--- src/hdl/kr_pkg.sv ---
package kr_pkg;

    localparam int SLOTS     = 6;
    localparam int BLOCKS    = 4;
    localparam int KEY_W     = 32;
    localparam int BASE_W    = 16;
    localparam int CNT_W     = 16;
    localparam int CFG_IDX_W = 1;
    localparam int CFG_W     = 16;
    localparam int IDX_W     = (SLOTS > 1) ? $clog2(SLOTS) : 1;
    localparam int BLK_W     = (BLOCKS > 1) ? $clog2(BLOCKS) : 1;

    typedef logic [IDX_W-1:0]  t_idx;
    typedef logic [BLK_W-1:0]  t_blk;
    typedef logic [KEY_W-1:0]  t_key;
    typedef logic [BASE_W-1:0] t_base;
    typedef logic [CNT_W-1:0]  t_cnt;

    localparam t_idx  IDX_LAST       = t_idx'(SLOTS - 1);
    localparam t_blk  BLK_LAST       = t_blk'(BLOCKS - 1);
    localparam t_base BLOCK_SIZE_RST = t_base'(256);

    typedef enum logic [CFG_IDX_W-1:0] {
        CFG_POOL_START,
        CFG_BLOCK_SIZE
    } t_cfg_reg;

    typedef enum logic [2:0] {
        S_IDLE,
        S_SCAN,
        S_CALC,
        S_STORE,
        S_DONE
    } t_state;

    typedef struct packed {
        t_idx  idx;
        logic  wr;
        logic  shift;
        t_key  key;
        t_base base;
    } t_tbl_ctrl;

    typedef struct packed {
        logic  hit;
        logic  empty;
        t_base base;
    } t_tbl_stat;

endpackage

--- src/hdl/kr_req_if.sv ---
interface kr_req_if;
    import kr_pkg::*;

    logic valid;
    logic ready;
    t_key owner_key;

    modport source (output valid, output owner_key, input ready);
    modport sink   (input valid, input owner_key, output ready);
endinterface

--- src/hdl/kr_rsp_if.sv ---
interface kr_rsp_if;
    import kr_pkg::*;

    logic  valid;
    logic  ready;
    t_base region_base;
    logic  was_found;
    logic  evicted_oldest;

    modport source (output valid, output region_base, output was_found,
                    output evicted_oldest, input ready);
    modport sink   (input valid, input region_base, input was_found,
                    input evicted_oldest, output ready);
endinterface

--- src/hdl/key_to_region_map_fifo_evict_core.sv ---
// channel | dir | handshake     | payload
// i_req   | in  | valid / ready | owner_key[31:0]
// o_rsp   | out | valid / ready | region_base[15:0], was_found, evicted_oldest
// i_cfg   | in  | write enable  | idx 0: pool_start, idx 1: block_size
//
// A request steps through accept, one slot compare per cycle over up to 6
// slots in the shared key comparator (none for a null key), a multiply step
// and a store step for a new key, then a load of the response register.
// Reset clears the table, the allocation counter, the block index and pool_start, and sets block_size to 256.
// The response register holds a result while o_rsp stalls; the next request
// is accepted meanwhile and waits in its final step until the register frees.
module key_to_region_map_fifo_evict_core (
    input  logic                         i_clk,
    input  logic                         i_rst_n,
    kr_req_if.sink                       i_req,
    kr_rsp_if.source                     o_rsp,
    input  logic                         i_cfg_we,
    input  logic [kr_pkg::CFG_IDX_W-1:0] i_cfg_idx,
    input  logic [kr_pkg::CFG_W-1:0]     i_cfg_data
);
    import kr_pkg::*;

    t_tbl_ctrl w_ctrl;
    t_tbl_stat w_stat;

    kr_seq u_seq (
        .i_clk      (i_clk),
        .i_rst_n    (i_rst_n),
        .i_req      (i_req),
        .o_rsp      (o_rsp),
        .i_cfg_we   (i_cfg_we),
        .i_cfg_idx  (i_cfg_idx),
        .i_cfg_data (i_cfg_data),
        .o_ctrl     (w_ctrl),
        .i_stat     (w_stat)
    );

    kr_table u_table (
        .i_clk   (i_clk),
        .i_rst_n (i_rst_n),
        .i_ctrl  (w_ctrl),
        .o_stat  (w_stat)
    );

endmodule

--- src/hdl/kr_table.sv ---
module kr_table (
    input  logic              i_clk,
    input  logic              i_rst_n,
    input  kr_pkg::t_tbl_ctrl i_ctrl,
    output kr_pkg::t_tbl_stat o_stat
);
    import kr_pkg::*;

    t_key  r_key  [SLOTS];
    t_base r_base [SLOTS];

    always_comb begin
        o_stat.hit   = (r_key[i_ctrl.idx] == i_ctrl.key);
        o_stat.empty = (r_key[i_ctrl.idx] == '0);
        o_stat.base  = r_base[i_ctrl.idx];
    end

    always_ff @(posedge i_clk) begin
        if (!i_rst_n) begin
            for (int k = 0; k < SLOTS; k++) begin
                r_key[k]  <= '0;
                r_base[k] <= '0;
            end
        end else if (i_ctrl.wr) begin
            if (i_ctrl.shift) begin
                for (int k = 0; k < SLOTS - 1; k++) begin
                    r_key[k]  <= r_key[k+1];
                    r_base[k] <= r_base[k+1];
                end
                r_key[SLOTS-1]  <= i_ctrl.key;
                r_base[SLOTS-1] <= i_ctrl.base;
            end else begin
                r_key[i_ctrl.idx]  <= i_ctrl.key;
                r_base[i_ctrl.idx] <= i_ctrl.base;
            end
        end
    end

endmodule

--- src/hdl/kr_seq.sv ---
module kr_seq (
    input  logic                          i_clk,
    input  logic                          i_rst_n,
    kr_req_if.sink                        i_req,
    kr_rsp_if.source                      o_rsp,
    input  logic                          i_cfg_we,
    input  logic [kr_pkg::CFG_IDX_W-1:0]  i_cfg_idx,
    input  logic [kr_pkg::CFG_W-1:0]      i_cfg_data,
    output kr_pkg::t_tbl_ctrl             o_ctrl,
    input  kr_pkg::t_tbl_stat             i_stat
);
    import kr_pkg::*;

    t_state r_state, n_state;
    t_key   r_key, n_key;
    t_idx   r_idx, n_idx;
    logic   r_evict, n_evict;
    t_base  r_prod, n_prod;
    t_cnt   r_alloc, n_alloc;
    t_blk   r_blk, n_blk;
    t_base  r_pool, r_bsize;
    t_base  r_res_base, n_res_base;
    logic   r_res_found, n_res_found;
    logic   r_res_evict, n_res_evict;
    logic   r_ov, n_ov;
    t_base  r_o_base, n_o_base;
    logic   r_o_found, n_o_found;
    logic   r_o_evict, n_o_evict;

    logic [BLK_W+BASE_W-1:0] w_prod;
    t_base                   w_sum;

    assign w_prod = r_blk * r_bsize;
    assign w_sum  = r_pool + r_prod;

    assign i_req.ready          = (r_state == S_IDLE);
    assign o_rsp.valid          = r_ov;
    assign o_rsp.region_base    = r_o_base;
    assign o_rsp.was_found      = r_o_found;
    assign o_rsp.evicted_oldest = r_o_evict;

    always_comb begin
        n_state     = r_state;
        n_key       = r_key;
        n_idx       = r_idx;
        n_evict     = r_evict;
        n_prod      = r_prod;
        n_alloc     = r_alloc;
        n_blk       = r_blk;
        n_res_base  = r_res_base;
        n_res_found = r_res_found;
        n_res_evict = r_res_evict;
        n_ov        = r_ov;
        n_o_base    = r_o_base;
        n_o_found   = r_o_found;
        n_o_evict   = r_o_evict;

        o_ctrl.idx   = r_idx;
        o_ctrl.wr    = 1'b0;
        o_ctrl.shift = r_evict;
        o_ctrl.key   = r_key;
        o_ctrl.base  = w_sum;

        if (r_ov && o_rsp.ready) begin
            n_ov = 1'b0;
        end

        case (r_state)
            S_IDLE: begin
                if (i_req.valid) begin
                    n_key = i_req.owner_key;
                    n_idx = '0;
                    if (i_req.owner_key == '0) begin
                        n_res_base  = r_pool;
                        n_res_found = 1'b0;
                        n_res_evict = 1'b0;
                        n_state     = S_DONE;
                    end else begin
                        n_state = S_SCAN;
                    end
                end
            end
            S_SCAN: begin
                if (i_stat.hit) begin
                    n_res_base  = i_stat.base;
                    n_res_found = 1'b1;
                    n_res_evict = 1'b0;
                    n_state     = S_DONE;
                end else if (i_stat.empty) begin
                    n_evict = 1'b0;
                    n_state = S_CALC;
                end else if (r_idx == IDX_LAST) begin
                    n_evict = 1'b1;
                    n_state = S_CALC;
                end else begin
                    n_idx = r_idx + t_idx'(1);
                end
            end
            S_CALC: begin
                n_prod  = w_prod[BASE_W-1:0];
                n_state = S_STORE;
            end
            S_STORE: begin
                o_ctrl.wr   = 1'b1;
                n_res_base  = w_sum;
                n_res_found = 1'b0;
                n_res_evict = r_evict;
                n_alloc     = r_alloc + t_cnt'(1);
                if (r_alloc == '1 || r_blk == BLK_LAST) begin
                    n_blk = '0;
                end else begin
                    n_blk = r_blk + t_blk'(1);
                end
                n_state = S_DONE;
            end
            S_DONE: begin
                if (!r_ov || o_rsp.ready) begin
                    n_ov      = 1'b1;
                    n_o_base  = r_res_base;
                    n_o_found = r_res_found;
                    n_o_evict = r_res_evict;
                    n_state   = S_IDLE;
                end
            end
            default: begin
                n_state = S_IDLE;
            end
        endcase
    end

    always_ff @(posedge i_clk) begin
        if (!i_rst_n) begin
            r_state <= S_IDLE;
            r_ov    <= 1'b0;
            r_alloc <= '0;
            r_blk   <= '0;
            r_pool  <= '0;
            r_bsize <= BLOCK_SIZE_RST;
        end else begin
            r_state <= n_state;
            r_ov    <= n_ov;
            r_alloc <= n_alloc;
            r_blk   <= n_blk;
            if (i_cfg_we) begin
                case (t_cfg_reg'(i_cfg_idx))
                    CFG_POOL_START: r_pool  <= i_cfg_data[BASE_W-1:0];
                    CFG_BLOCK_SIZE: r_bsize <= i_cfg_data[BASE_W-1:0];
                    default: begin
                    end
                endcase
            end
        end
    end

    always_ff @(posedge i_clk) begin
        r_key       <= n_key;
        r_idx       <= n_idx;
        r_evict     <= n_evict;
        r_prod      <= n_prod;
        r_res_base  <= n_res_base;
        r_res_found <= n_res_found;
        r_res_evict <= n_res_evict;
        r_o_base    <= n_o_base;
        r_o_found   <= n_o_found;
        r_o_evict   <= n_o_evict;
    end

    a_blk_range: assert property (@(posedge i_clk) disable iff (!i_rst_n)
        int'(r_blk) < BLOCKS)
        else $error("block index out of range");

    a_alloc_only_store: assert property (@(posedge i_clk) disable iff (!i_rst_n)
        (r_state != S_STORE) |=> $stable(r_alloc))
        else $error("allocation counter moved outside store");

    a_found_excl_evict: assert property (@(posedge i_clk) disable iff (!i_rst_n)
        r_ov |-> !(r_o_found && r_o_evict))
        else $error("found and evicted both set");

    a_scan_range: assert property (@(posedge i_clk) disable iff (!i_rst_n)
        (r_state == S_SCAN) |-> (int'(r_idx) < SLOTS))
        else $error("scan index out of range");

endmodule

--- src/flat_wrapper.sv ---
// flat-port wrapper written by rule: the top's interface ports become plain ports
module key_to_region_map_fifo_evict_core_flat import kr_pkg::*;
  (i_clk, i_rst_n, i_cfg_we, i_cfg_idx, i_cfg_data, i_req_valid, i_req_owner_key, i_req_ready, o_rsp_valid, o_rsp_region_base, o_rsp_was_found, o_rsp_evicted_oldest, o_rsp_ready);
  kr_req_if i_req_i ();
  kr_rsp_if o_rsp_i ();
  input  logic i_clk;
  input  logic i_rst_n;
  input  logic i_cfg_we;
  input  logic [kr_pkg::CFG_IDX_W-1:0] i_cfg_idx;
  input  logic [kr_pkg::CFG_W-1:0] i_cfg_data;
  input wire logic [$bits(i_req_i.valid)-1:0] i_req_valid;
  input wire logic [$bits(i_req_i.owner_key)-1:0] i_req_owner_key;
  output wire logic [$bits(i_req_i.ready)-1:0] i_req_ready;
  output wire logic [$bits(o_rsp_i.valid)-1:0] o_rsp_valid;
  output wire logic [$bits(o_rsp_i.region_base)-1:0] o_rsp_region_base;
  output wire logic [$bits(o_rsp_i.was_found)-1:0] o_rsp_was_found;
  output wire logic [$bits(o_rsp_i.evicted_oldest)-1:0] o_rsp_evicted_oldest;
  input wire logic [$bits(o_rsp_i.ready)-1:0] o_rsp_ready;
  assign i_req_i.valid = i_req_valid;
  assign i_req_i.owner_key = i_req_owner_key;
  assign i_req_ready = i_req_i.ready;
  assign o_rsp_valid = o_rsp_i.valid;
  assign o_rsp_region_base = o_rsp_i.region_base;
  assign o_rsp_was_found = o_rsp_i.was_found;
  assign o_rsp_evicted_oldest = o_rsp_i.evicted_oldest;
  assign o_rsp_i.ready = o_rsp_ready;
  key_to_region_map_fifo_evict_core u_core (.i_clk(i_clk), .i_rst_n(i_rst_n), .i_req(i_req_i), .o_rsp(o_rsp_i), .i_cfg_we(i_cfg_we), .i_cfg_idx(i_cfg_idx), .i_cfg_data(i_cfg_data));
endmodule
--- config.mk ---
export PLATFORM = sky130hd
export DESIGN_NAME = key_to_region_map_fifo_evict_core_flat
export DESIGN_NICKNAME = d
export VERILOG_FILES = /design/src/hdl/kr_pkg.sv /design/src/hdl/kr_req_if.sv /design/src/hdl/kr_rsp_if.sv /design/src/hdl/key_to_region_map_fifo_evict_core.sv /design/src/hdl/kr_table.sv /design/src/hdl/kr_seq.sv /design/src/flat_wrapper.sv
export SDC_FILE = /design/constraint.sdc
export NUM_CORES = 1
export LEC_CHECK = 0
export ABC_CLOCK_PERIOD_IN_PS = 5400
export BUFFER_PORTS_ARGS = -buffer_cell sky130_fd_sc_hd__buf_4
export CORE_MARGIN = 2
export CORE_UTILIZATION = 45
export CTS_CLUSTER_DIAMETER = 80
export CTS_CLUSTER_SIZE = 24
export DETAILED_ROUTE_END_ITERATION = 8
export HOLD_SLACK_MARGIN = 0.08
export MAX_ROUTING_LAYER = met4
export PLACE_DENSITY = 0.61
export SLEW_MARGIN = 20
export SYNTH_ARGS = -nofsm -noshare
export SYNTH_HDL_FRONTEND = slang
export SYNTH_HIERARCHICAL = 1
export SYNTH_SLANG_ARGS = --single-unit
--- constraint.sdc ---
create_clock -name i_clk -period 5.4 [get_ports i_clk]
set_input_delay 1.08 -clock i_clk [delete_from_list [all_inputs] [get_ports i_clk]]
set_output_delay 1.08 -clock i_clk [all_outputs]
set_load 0.01 [all_outputs]
# After elaboration in Yosys (flattened, before gate mapping)
# Memory sizes are Yosys's and may differ from the RTL's. A register that Yosys moved wholly into a read port is not among the register bits.
# Index checks and enable logic that the tools add are counted.
# word_totals
mem_bits_ro	0
mem_bits_rw	288
inputBits	54
ff_bits	142
wordCells	130
latchBits	0
mem_count	2
# mem_list
name	depth	width	read_ports	rd_clocked_by_memory_dff	wr	line_no	source
u_core.u_table.r_key	6	32	6	1	6	kr_table.sv:9	t_key r_key [SLOTS];
u_core.u_table.r_base	6	16	6	1	6	kr_table.sv:10	t_base r_base [SLOTS];
# op_classes
div_mod_pow	0
n_reduce_logical	20
n_eq_ne	16
magnitude_cmp	0
shifts	0
bitwise	14
multipliers	1
n_addsub	4
mux	57
# ops
op	count
32-bit two-way mux	7
16-bit two-way mux	10
32-bit logical NOT	2
16-bit case mux with 3 select lines	1
3-bit two-way mux	14
32-bit == test	1
32-bit OR reduction	1
1-bit two-way mux	20
16-bit by 1-bit adder with 16-bit output (second input constant)	1
16-bit adder	1
16-bit == test (second input constant)	1
2-bit by 16-bit multiplier with 16-bit output	1
16-bit OR reduction	1
3-bit case mux with 5 select lines	1
2-bit != test (second input constant)	6
1-bit bitwise OR	12
2-bit AND reduction	4
3-bit by 2-bit == test with 1-bit output (second input constant)	2
3-bit == test (second input constant)	2
1-bit case mux with 3 select lines	2
3-bit case mux with 2 select lines	1
3-bit AND reduction	2
5-bit AND reduction	1
4-bit != test (second input constant)	1
14 further kinds	17

# Longest topological paths before layout
# logic_depth
ltp_word	7
ltp_mapped	14

# By module
# Netlist, hierarchy kept.
# modules_own_cells
mod	area_per_inst_um2	seq_area_each_um2	instances	cells_per_inst
kr_table	18103.6	11531.1	1	1232
kr_seq	7011.7	3723.6	1	659

# Worst setup path before layout
# Ideal clock, no wire load.
# synth_timing
path_type	flip-flop to flip-flop
from	register u_core.u_seq.r_idx[2]
to	memory u_core/u_table/r_base[5][0] in the netlist's numbering, enable pin
path_buffers	4
path_slack_ns	0.095
t_arrival_ns	4.785
setup_time_ns	0.520
stages_incl_launch_ff	7
cell_sequence	edfxtp_1 -> buf_2 -> buf_2 -> buf_2 -> buf_2 -> a21oi_1 -> o21ai_0
# synth_lines
item	line_no	source
start: declaration	kr_seq.sv:16	t_idx r_idx, n_idx;
start signal: assignment	kr_seq.sv:157	r_idx <= n_idx;
end: declaration	kr_table.sv:10	

==> run_results.csv <==
group,metric,value,unit
cells_and_area,final_cell_mix,"edfxtp_1 (472), a22o_1 (256), nand2_1 (143)",
cells_and_area,fillers,4853,
drt,drt_pass1_iterations,5,
sta,slew_headroom,28.83,%
power,power.internal,0.007073,W
clocking,path_clk_slew,0.10,ns
grt,grt_pass1_wl,102700,µm
power,p_switching,0.003721,W
power,swShare,34.47,%
logic_synthesis,synth_flop_cell,"edfxtp_1",
cells_and_area,largest_register_ffs,256,
clocking,clk_path_buf_depth,3,
power,p_leak,9.640,nW
clocking,cts_setup_buffers,0,
grt,met3_usage,3.008,%
clocking,cts_tree,"done",
clocking,cts_buffers,30,
cells_and_area,reg_top3,"u_core/u_table/r_key: 256 flops, u_core/u_table/r_base: 128 flops, u_core/u_seq/r_key: 32 flops",
clocking,cts-root-buf,"clkbuf_16",
clocking,clock-sinks,526,
setup_path,crit_type,"flop to flop",
setup_path,reg2regPathDepth,10,
logic_synthesis,synthTopCellsByArea,"edfxtp_1 (56%), a22o_1 (8.9%), mux2i_1 (4.4%)",
grt,met1_usage,34.38,%
sta,hold_viol,0,
drt,routed_via_density,6.221,
logic_synthesis,synth_enable_flop_cells,472,
logic_synthesis,yosysUniqueCellTypes,76,
logic_synthesis,synthMuxAreaShare,7.523,%
logic_synthesis,syn_area,25120,µm²
setup_path,worst_ep_arrival_time,4.69,ns
power,max-vdd-ir-drop,295.5,µV
setup_path,crit_slowest_cell,"and3b_1",
hold_path,hold_path_class,"flop to flop",
logic_synthesis,ys_async_sr_fraction,0,%
logic_synthesis,ys_seq_area_share,60.74,%
grt,grt_use_met2,37.92,%
logic_synthesis,avgSynthCellArea,13.28,µm²
floorplan,coreArea,55090,µm²
sta,drv_slew,0,
logic_synthesis,syn_inst,1891,
logic_synthesis,synth_seq_cells,526,
sta,max_freq,0.2243,GHz
logic_synthesis,yosysTopAreaCell,"edfxtp_1",
sta,finClkSkew,0.04050,ns
job,drv_cap,0,
drt,ant_nets,0,
grt,top_usage_layer,"met2",
grt,grt_overflow,0,
drt,drc,0,
logic_synthesis,synth_top_family_by_area,"compound AO/OA/AOI/OAI gates",
cells_and_area,final_nets,1990,
placed_design,dpl_worst_slack,1.025,ns
cells_and_area,final_common_cell,"edfxtp_1",
grt,antenna_found_initial,0,
cells_and_area,final_cells,2671,
setup_path,critPathMaxStageDelay,0.78,ns
logic_synthesis,synth_compound_area_share,16.34,%
grt,grt_max_degree,141,
grt,grt_util_all_layers,24.16,%
floorplan,rows,86,
placed_design,port_buffers,73,
run_status,status,"finished, final reports clean",
clocking,insertion_delay,0.62,ns
power,finalPower,0.01079,W
drt,wl_per_cell,25.54,µm
sta,setup_ws,0.9414,ns
cells_and_area,regMostFlops,"u_core/u_table/r_key",
sta,timing.final.crit_share,82.57,%
setup_path,worstPathCellList,"buf_12, nor2_2, a22oi_1, a21o_1, a211o_1, nor4_1, and4_1, o21ai_0, nand2_1, and3b_1",
drt,drt_wl_total,68210,µm
power,seqPwrFrac,45.9,%
cells_and_area,area_delta_synth_final,9.416,%
drt,num_vias,16620,
placed_design,dp_hpwl,43630,µm
clocking,ctsHoldBuffers,0,
sta,setup_tns,0,ns
clocking,postCtsResizedCells,0,
placed_design,place_congestion,0.8996,
setup_path,worstSetupStartpointType,"flop",
cells_and_area,n_antenna_cell,0,
setup_path,required,5.63,ns
floorplan,die_h,240.2,µm
grt,grt_pass1_vias,16170,
power,powerDensity,392.8,nW/µm²
power,clkPwrFrac,24.3,%
placed_design,dp_cells,2617,
setup_path,cp_max_fo,38,
floorplan,ios,74,
floorplan,dieArea,57720,µm²
logic_synthesis,synth_xor_area_share,1.395,%
logic_synthesis,ys_warn_count,6,
sta,period_needed,4.459,ns
sta,rsz0062_at_grt,"no",
sta,setup_violations,0,
setup_path,cp-end-kind,"flop",
logic_synthesis,synth_adder_area_share,1.803,%
logic_synthesis,synthSimpleGateAreaFrac,9.535,%
logic_synthesis,synth_nets,1980,
hold_path,holdPathStages,0,
clocking,cts.htree.levels,1,
logic_synthesis,yosysTopAreaCellShare,56.43,%
cells_and_area,drive_gt1_share,13.21,%
floorplan,fp.dieW,240.2,µm
power,p_comb_share,29.8,%
sta,tightest_slew,1.068,ns
drt,drt-initial-drc-count,1630,
floorplan,initial_core_util,45.59,%
## power by group through the flow
| stage | combinational, W | clock [W] | sequential (W) |
|---|---|---|---|
| detailed placement | 0.00317 | 0 | 0.00503 |
| floorplan | 0.00222 | 0 | 0.00491 |
| finish | 0.00322 | 0.00263 | 0.00495 |
| CTS | 0.00318 | 0.00269 | 0.00494 |
| global placement | 0.00314 | 0 | 0.00503 |
| global route | 0.00340 | 0.00280 | 0.00498 |
## worst max-delay path, delay by kind of cell, from the launching register on
kind                   cells  cell delay (ns)
buffers and inverters      1             0.28
flip-flops                 1             0.57
AND/OR/NAND/NOR            5             2.31
AO/OA/AOI/OAI              4             0.85
## layer usage
metal	up-vias	wire length (µm)
met4	0	928
met5	-	0
li1	7412	-
met2	719	31700
met1	8422	30480
met3	62	5101
## layout make-up
type	instances	area, µm²	area share (%)
tap	748	935.9	3.406
multi-input combinational	1207	9293	33.82
clock inverter	15	200.2	0.7285
sequential	526	15250	55.51
clock buffer	39	805.8	2.932
inverter	25	95.09	0.3460
timing repair buffer	111	895.9	3.260
## logic make-up after synthesis
| group | Yosys count |
|---|---|
| AO/OA/AOI/OAI | 517 |
| XOR/XNOR | 40 |
| adder cells (fa/ha/maj) | 35 |
| buffers and inverters | 158 |
| flip-flops | 526 |
| multiplexers | 159 |
| AND/OR/NAND/NOR | 456 |
## metrics by stage
stage | cell area [µm²] | utilization [%] | hold slack (ns)
2_1_floorplan | 25120 | - | 0.4003
5_1_grt | 27480 | 49.88 | 0.4324
3_5_place_dp | 26460 | 48.02 | 0.4045
4_1_cts | 27460 | 49.85 | 0.4222
3_3_place_gp | 26460 | 48.02 | 0.4055
6_report | 27480 | 49.88 | 0.4182
## final timing paths
check | start | endpoint | slack [ns]
setup / recovery | u_core/u_seq/r_idx[0] | u_core/u_seq/r_res_base[9] | 0.94
hold / removal | u_core/u_seq/r_res_base[6] | u_core/u_seq/o_rsp.region_base[6] | 0.42
setup reg to reg | u_core/u_seq/r_idx[0] | u_core/u_seq/r_res_base[9] | 0.94
hold reg to reg | u_core/u_seq/r_res_base[6] | u_core/u_seq/o_rsp.region_base[6] | 0.42
## Yosys cell counts (21+ instances only)
cell        n
nand3_1    24
mux2i_1   110
clkbuf_1   84
dfxtp_1    54
mux2_2     28
and2_1     90
a22o_1    256
edfxtp_1  472
inv_1      23
xnor2_1    34
nor3_1     29
a22oi_1    34
ha_1       33
buf_2      27
nor2b_1    21
nand2_1   143
o21ai_0    53
nor2_1     50
a21boi_0   34
a21oi_1    32
No activity file was read; power rests on OpenSTA's default activity.
